[src/rtl/core/ltbfs_pkg.sv]
package ltbfs_pkg;

  localparam int unsigned FramePixels = 1024;
  localparam int unsigned PixAw = $clog2(FramePixels);
  localparam int unsigned PosW = 13;
  localparam int unsigned UsedChannels = 4;

  localparam logic [2:0] FUNC_WRITE   = 3'd0;
  localparam logic [2:0] FUNC_READ    = 3'd1;
  localparam logic [2:0] FUNC_PUBLISH = 3'd2;
  localparam logic [2:0] FUNC_CONSUME = 3'd3;
  localparam logic [2:0] FUNC_CLEAR   = 3'd4;

  localparam logic [1:0] ST_OK        = 2'd0;
  localparam logic [1:0] ST_BAD_STATE = 2'd1;
  localparam logic [1:0] ST_BAD_ARG   = 2'd2;
  localparam logic [1:0] ST_REFUSED   = 2'd3;

  localparam logic [2:0] REG_CHANNEL_COUNT = 3'd0;
  localparam logic [2:0] REG_LED_COUNT_0   = 3'd1;
  localparam logic [2:0] REG_LED_COUNT_1   = 3'd2;
  localparam logic [2:0] REG_LED_COUNT_2   = 3'd3;
  localparam logic [2:0] REG_LED_COUNT_3   = 3'd4;

  localparam logic [1:0] BANK_0 = 2'd0;
  localparam logic [1:0] BANK_1 = 2'd1;
  localparam logic [1:0] BANK_2 = 2'd2;

  typedef struct packed {
    logic             accept;
    logic             clr_en;
    logic [PixAw-1:0] clr_addr;
    logic             load_read;
    logic             load_clear;
  } ctrl_cmd_t;

  typedef struct packed {
    logic out_free;
    logic go_read;
    logic go_clear;
  } dp_stat_t;

endpackage

[src/rtl/core/ltbfs_ctrl.sv]
module ltbfs_ctrl (
  input  logic                  clk_i,
  input  logic                  rst_ni,
  input  logic                  in_valid_i,
  output logic                  in_ready_o,
  input  ltbfs_pkg::dp_stat_t   stat_i,
  output ltbfs_pkg::ctrl_cmd_t  cmd_o
);

  typedef enum logic [1:0] {
    S_CLEAR,
    S_IDLE,
    S_READ
  } state_e;

  state_e                        state_q;
  logic [ltbfs_pkg::PixAw-1:0]   cnt_q;
  logic                          clr_item_q;
  logic                          last_row;
  logic                          accept;

  assign in_ready_o = (state_q == S_IDLE) && stat_i.out_free;
  assign accept     = in_valid_i && in_ready_o;
  assign last_row   = (cnt_q == ltbfs_pkg::PixAw'(ltbfs_pkg::FramePixels - 1));

  always_comb begin
    cmd_o            = '0;
    cmd_o.accept     = accept;
    cmd_o.clr_en     = (state_q == S_CLEAR);
    cmd_o.clr_addr   = cnt_q;
    cmd_o.load_read  = (state_q == S_READ);
    cmd_o.load_clear = (state_q == S_CLEAR) && last_row && clr_item_q;
  end

  always_ff @(posedge clk_i or negedge rst_ni) begin
    if (!rst_ni) begin
      state_q    <= S_CLEAR;
      cnt_q      <= '0;
      clr_item_q <= 1'b0;
    end else begin
      unique case (state_q)
        S_CLEAR: begin
          cnt_q <= cnt_q + 1'b1;
          if (last_row) begin
            state_q    <= S_IDLE;
            clr_item_q <= 1'b0;
          end
        end
        S_IDLE: begin
          if (accept && stat_i.go_read) begin
            state_q <= S_READ;
          end else if (accept && stat_i.go_clear) begin
            state_q    <= S_CLEAR;
            cnt_q      <= '0;
            clr_item_q <= 1'b1;
          end
        end
        S_READ: begin
          state_q <= S_IDLE;
        end
        default: begin
          state_q <= S_IDLE;
        end
      endcase
    end
  end

endmodule

[config.mk]
export PLATFORM = sky130hd
export DESIGN_NAME = ltbfs_ctrl
export DESIGN_NICKNAME = d
export VERILOG_FILES = /design/src/rtl/core/ltbfs_pkg.sv /design/src/rtl/core/ltbfs_ctrl.sv
export SDC_FILE = /design/constraint.sdc
export NUM_CORES = 1
export LEC_CHECK = 0
export ABC_AREA = 1
export BUFFER_PORTS_ARGS = -buffer_cell sky130_fd_sc_hd__buf_2
export CORE_ASPECT_RATIO = 1.25
export CORE_UTILIZATION = 46
export DETAILED_ROUTE_END_ITERATION = 7
export PLACE_DENSITY = 0.73
export RECOVER_POWER = 50
export SYNTH_ARGS = -nofsm -noshare
export SYNTH_HDL_FRONTEND = slang
export SYNTH_SLANG_ARGS = --single-unit
[constraint.sdc]
create_clock -name clk_i -period 1.1 [get_ports clk_i]
set_input_delay 0.055 -clock clk_i [delete_from_list [all_inputs] [get_ports clk_i]]
set_output_delay 0.055 -clock clk_i [all_outputs]
set_load 0.01 [all_outputs]
==> flow_summary.ini, run 1 <==
[clock_tree]
insertion_delay_ns = 0.29
clkSlewWorstSetupHoldPaths_ns = 0.10
numCtsBuffers = 3
cts_max_path_buffers = 2
cts_tree = done
root_buffer = clkbuf_4
clkSinkCount = 13
cts_max_level = 1

[layout]
final_common_cell = nand2_1
area_growth_pct = 74.96
final_cell_mix = nand2_1 (34), buf_6 (19), buf_4 (17), buf_2 (14)
finish.net_count = 179
drive_above_1_share = 0.5205
diodes = 0
final_area_sq_um = 1469

[routing]
wl_per_cell_um = 18.26
ant_nets = 0
dr.first_iter.drc_count = 66
num_vias = 1109
dr.pass1.iters = 4
wl_mm = 3.451
drc = 0
viasPerCell = 5.868

[timing]
rsz0062_at_grt = true
maxSlewHeadroom = 0.5136
setup_viol_count_final = 19
drv_slew = 0
setup_slack_ns = -0.4849
period_share = 1.441
clock_skew_ns = 0.01027
final-hold-violation-count = 0
clock.fmax_mhz = 631.0
fin_crit_ns = 1.585
tightestPinTransition_ns = 0.7296

[synth]
synth_top_area_share = 0.3875
ys.warnings.count = 0
synth_area_per_cell_sq_um = 7.238
ys_seq_area_frac = 0.3875
synth_nets = 123
syn_area_sq_um = 839.6
synth_cells = 116
yosysTopAreaCell = dfrtp_1
ys_top_cells_by_area = dfrtp_1 (39%), nand2_1 (18%), inv_1 (5.8%)
ys_types = 23
ys_ff_latch = 13

[critical_path]
end_kind = output pin
cp.required_ns = 1.04
startpoint_type = flop
arrival_ns = 1.53
r2r_setup_slack_ns = -0.40
critPathKind = reg -> out
path_max_fanout = 4
r2r-start = cnt_q[0]
r2r_cells = 10
regToRegEndpoint = cnt_q[6]

[outcome]
violations = setup timing
status = finished with violations

[place]
dpl_worst_slack_ns = -0.1581
gp_congestion = 0.7679
hpwlAfterDp_mm = 1.520
portBuffers = 20
post_dp_cell_area_sq_um = 1092

[floorplan]
rows = 16
dieArea_sq_um = 2001
initial_utilization = 0.5114
die_y_um = 49.77
core_region_area_sq_um = 1642
dieWidth_um = 40.21
io_pins = 21

[min_path]
holdPathStages = 3
holdCritStartpoint = stat_i[0]
min_to = clr_item_q
min_path_type = in -> reg

[grt]
grt_pass1_wl_mm = 4.064
grt-ovfl-total = 0
antenna_found_initial = 0
grt_usage = 0.2925
grt_max_degree = 14
grt_pass1_vias = 973

[job]
max_cap_violations = 0

[power_and_ir_drop]
irDropWorstVdd_uv = 2037
power_density_nw_per_um2 = 1976
power_leakage_nw = 0.7415
-- power by group --
part | internal, mW | total, mW | switching (mW)
combinational | 0.927 | 1.88 | 0.954
sequential | 0.561 | 0.697 | 0.136
clock | 0.141 | 0.325 | 0.184
total | 1.63 | 2.90 | 1.27
-- cell families (layout without fill, tap and decap cells) --
group	count (synthesis)	count (layout)	synth area share
compound gates	12	12	0.09091
buf+inv	16	70	0.08794
fa+ha+maj	1	1	0.01490
simple gates	74	75	0.4188
flops	13	13	0.3875
-- cells in the mapped netlist, drive strengths merged --
library cell,n
a31oi,1
nor4,1
a21oi,6
or2,1
nand3,7
nand2,43
inv,14
o21ai,5
nor3,4
nand4,2
dfrtp,13
ha,1
nor2,16
buf,2
-- how the worst max path moves through the flow --
stage | start | to
2_1_floorplan | cnt_q[0] | cnt_q[6]
3_3_place_gp | cnt_q[1] | cmd_o[0]
3_5_place_dp | cnt_q[1] | cmd_o[0]
4_1_cts | cnt_q[0] | cmd_o[0]
5_1_grt | cnt_q[0] | cmd_o[0]
6_report | cnt_q[0] | cmd_o[0]
-- timing repair --
item | CTS | global route
hold endpoints to repair | 13 | 0
pin swaps | 6 | 17
buffers inserted | 11 | 7
resized for setup | 26 | 29
hold buffers | 1 | 0
setup endpoints to repair | 17 | 19
gates cloned | 1 | 0
-- layout make-up --
cell class,instances,area (sq um)
fillers,77,172.7
clock buffers,4,26.28
inverters,14,62.56
flip-flops and latches,13,327.8
repair buffers,52,425.4
multi-input cells,88,604.3
well taps,18,22.52
-- metal layers --
| layer | GRT usage | vias to the layer above | wire length (um) |
|---|---|---|---|
| li1 | - | 483 | - |
| met1 | 0.3086 | 516 | 1223 |
| met2 | 0.5054 | 83 | 1749 |
| met3 | 0.04505 | 27 | 255 |
| met4 | 0.1722 | 0 | 223 |
| met5 | 0 | - | 0 |
-- critical path: stages (launching register included) --
cell and delay, ns:
dfrtp_1 0.41, ha_4 0.17, nand2_4 0.07, nor2_4 0.14
nand3_4 0.10, nor4_2 0.17, buf_2 0.18
-- sequential cells by signal, indices dropped and copies added, names as in the netlist --
register / count
cnt_q: 10
clr_item_q: 1
state_q: 2
-- metrics by stage --
stage          hold WS, ns  setup TNS [ns]  utilization  cells  power [mW]
2_1_floorplan      -0.2406         -0.9330            -    116       1.292
3_3_place_gp      -0.04357          -1.085       0.6654    168       1.674
3_5_place_dp      -0.04323          -1.284       0.6654    168       1.705
4_1_cts            0.08334          -2.297       0.8087    185       2.456
5_1_grt            0.08329          -5.531       0.8948    189       3.010
6_report           0.07644          -4.636       0.8948    189       2.903
Power figures use the tool's default switching activity.
==> run 2, diff against run 1 <==
--- a/config.mk
+++ b/config.mk
@@ -8,9 +8,9 @@
 export ABC_AREA = 1
 export BUFFER_PORTS_ARGS = -buffer_cell sky130_fd_sc_hd__buf_2
 export CORE_ASPECT_RATIO = 1.25
-export CORE_UTILIZATION = 46
+export CORE_UTILIZATION = 40
 export DETAILED_ROUTE_END_ITERATION = 7
-export PLACE_DENSITY = 0.73
+export PLACE_DENSITY = 0.65
 export RECOVER_POWER = 50
 export SYNTH_ARGS = -nofsm -noshare
 export SYNTH_HDL_FRONTEND = slang
==> run 2 against run 1 <==
The flow still finishes with violations (setup timing). Fmax rose by 5.2%. Wire length fell by 24%. Worst setup slack improved by 0.079 ns. Utilization fell by 19 points. Non-clock buffer count fell by 2. Via count fell by 15%. Final cell count did not move. Sequential share of layout area rose by 0.95 points. Critical endpoint unchanged.
==> flow_summary.ini, run 2 (synthesized netlist as in run 1, its figures left out) <==
[clock_tree]
root_buffer = clkbuf_4
cts_tree = done
clkSlewWorstSetupHoldPaths_ns = 0.10
clkSinkCount = 13
numCtsBuffers = 3
cts_max_level = 1
insertion_delay_ns = 0.31
cts_max_path_buffers = 2

[timing]
maxSlewHeadroom = 0.5081
tns_ns = -4.178
rsz0062_at_grt = true
tightestPinTransition_ns = 0.7378
fin_crit_ns = 1.506
drv_slew = 0
period_share = 1.369
clock_skew_ns = 0.009998
setup_viol_count_final = 19
hold-worst-slack_ns = 0.05948
setup_slack_ns = -0.4063
clock.fmax_mhz = 663.9
final-hold-violation-count = 0

[critical_path]
end_kind = output pin
critPathKind = reg -> out
startpoint_type = flop
worstPathCellList = ha_4 > nand2_4 > nor2_4 > nand3_2 > nor4_2 > buf_2
path_max_fanout = 2
cp.required_ns = 1.04
max_stage_delay_ns = 0.41
slowest_stage = dfrtp_1
arrival_ns = 1.45

[floorplan]
io_pins = 21
dieArea_sq_um = 2287
rows = 18
initial_utilization = 0.4236
core_region_area_sq_um = 1982
dieWidth_um = 42.98
die_y_um = 53.22

[grt]
use_met1 = 0.2558
grt_pass1_wl_mm = 3.974
grt_util_met3 = 0.03413
grt-ovfl-total = 0
use_met2 = 0.4520
grt.busiest_layer = met2
grt_usage = 0.2423
antenna_found_initial = 0
grt_pass1_vias = 907
grt_max_degree = 14

[routing]
drc = 0
ant_nets = 0
viasPerCell = 4.974
dr.first_iter.drc_count = 6
dr.pass1.iters = 4
num_vias = 940
wl_per_cell_um = 13.80
wl_mm = 2.609

[layout]
final_cell_mix = nand2_1 (35), buf_4 (17), buf_2 (15), buf_6 (15), dfrtp_1 (12)
largest_register_ff_count = 10
diodes = 0
drive_above_1_share = 0.4852
finish.net_count = 177
area_growth_pct = 67.21
regMostFlops = cnt_q
final_common_cell = nand2_1
stdcell_count = 189
top_regs = cnt_q: 10 flops, state_q: 2 flops, clr_item_q: 1 flops

[power_and_ir_drop]
power_leakage_nw = 0.7167
seqPwrFrac = 0.244
p_total_mw = 2.735
power_density_nw_per_um2 = 1949
power.switching_mw = 1.147
power.share.clock = 0.124
p_comb_frac = 0.632
irDropWorstVdd_uv = 2067
internal_power_mw = 1.588
p_sw_frac = 0.4194

[job]
max_cap_violations = 0

[place]
portBuffers = 20
gp_congestion = 0.7690
dp.cells = 170
hpwlAfterDp_mm = 1.476

[min_path]
min_path_type = in -> reg

[outcome]
violations = setup timing
status = finished with violations
[run 2: cell types whose count changed in the layout (fill, tap and decap cells not counted), moves of 2 or more]
cell,previous run,this run
nand3_1,4,6
a21oi_1,4,6
nor2_4,6,4
buf_6,19,15
nand3_4,2,0
nor2_2,1,3
nor3_2,0,2
a21oi_2,2,0
[run 2: final cells by class]
cell class              count  area [sq um]
fillers                   148         578.1
multi-input cells          88         558.0
repair buffers             50         405.4
flip-flops and latches     13         326.6
inverters                  14         62.56
clock buffers               4         26.28
well taps                  20         25.02
[run 2: timing repair]
action | 4_1_cts | 5_1_grt
pin swaps | 8 | 6
buffers inserted | 11 | 5
setup endpoints to repair | 17 | 19
hold buffers | 1 | 0
cloned | 1 | 0
hold endpoints to repair | 13 | 0
resized for setup | 29 | 10
[run 2: worst max-delay path, delay by kind of cell, from the launching register on]
| kind | cells | cell delay, ns |
|---|---|---|
| flops | 1 | 0.41 |
| fa+ha+maj | 1 | 0.17 |
| buf+inv | 1 | 0.16 |
| simple gates | 4 | 0.39 |
[run 2: path summary, 6_finish.rpt]
check	to	depth (start not counted)	from	slack (ns)
max	cmd_o[0]	6	cnt_q[1]	-0.41
min	clr_item_q	3	stat_i[0]	0.06
max reg2reg	cnt_q[6]	10	cnt_q[1]	-0.38
min reg2reg	clr_item_q	2	clr_item_q	0.54
max in group asynchronous	state_q[0]	2	rst_ni	0.28
min in group asynchronous	cnt_q[3]	2	rst_ni	0.31
[run 2: power by group through the flow]
| stage | clock (mW) | sequential (mW) | combinational [mW] |
|---|---|---|---|
| floorplan | 0 | 0.695 | 0.598 |
| global placement | 0 | 0.661 | 1.02 |
| detailed placement | 0 | 0.669 | 1.03 |
| CTS | 0.332 | 0.647 | 1.52 |
| global route | 0.364 | 0.676 | 1.85 |
| finish | 0.340 | 0.667 | 1.73 |
[run 2: per-stage QoR]
stage / utilization / instance area, sq um / worst slack, ns
3_5_place_dp: 0.5524 / 1095 / -0.1662
5_1_grt: 0.7083 / 1404 / -0.5028
6_report: 0.7083 / 1404 / -0.4063
2_1_floorplan: - / 868.3 / -0.1457
3_3_place_gp: 0.5524 / 1095 / -0.1368
4_1_cts: 0.6730 / 1334 / -0.3766
[run 2: metal layers]
layer  share of wire  vias up  wire (um)
met4           0.028        0         73
met5               0        -          0
met2            0.54       21       1421
li1                -      475          -
met3           0.025        7         66
met1            0.40      437       1048
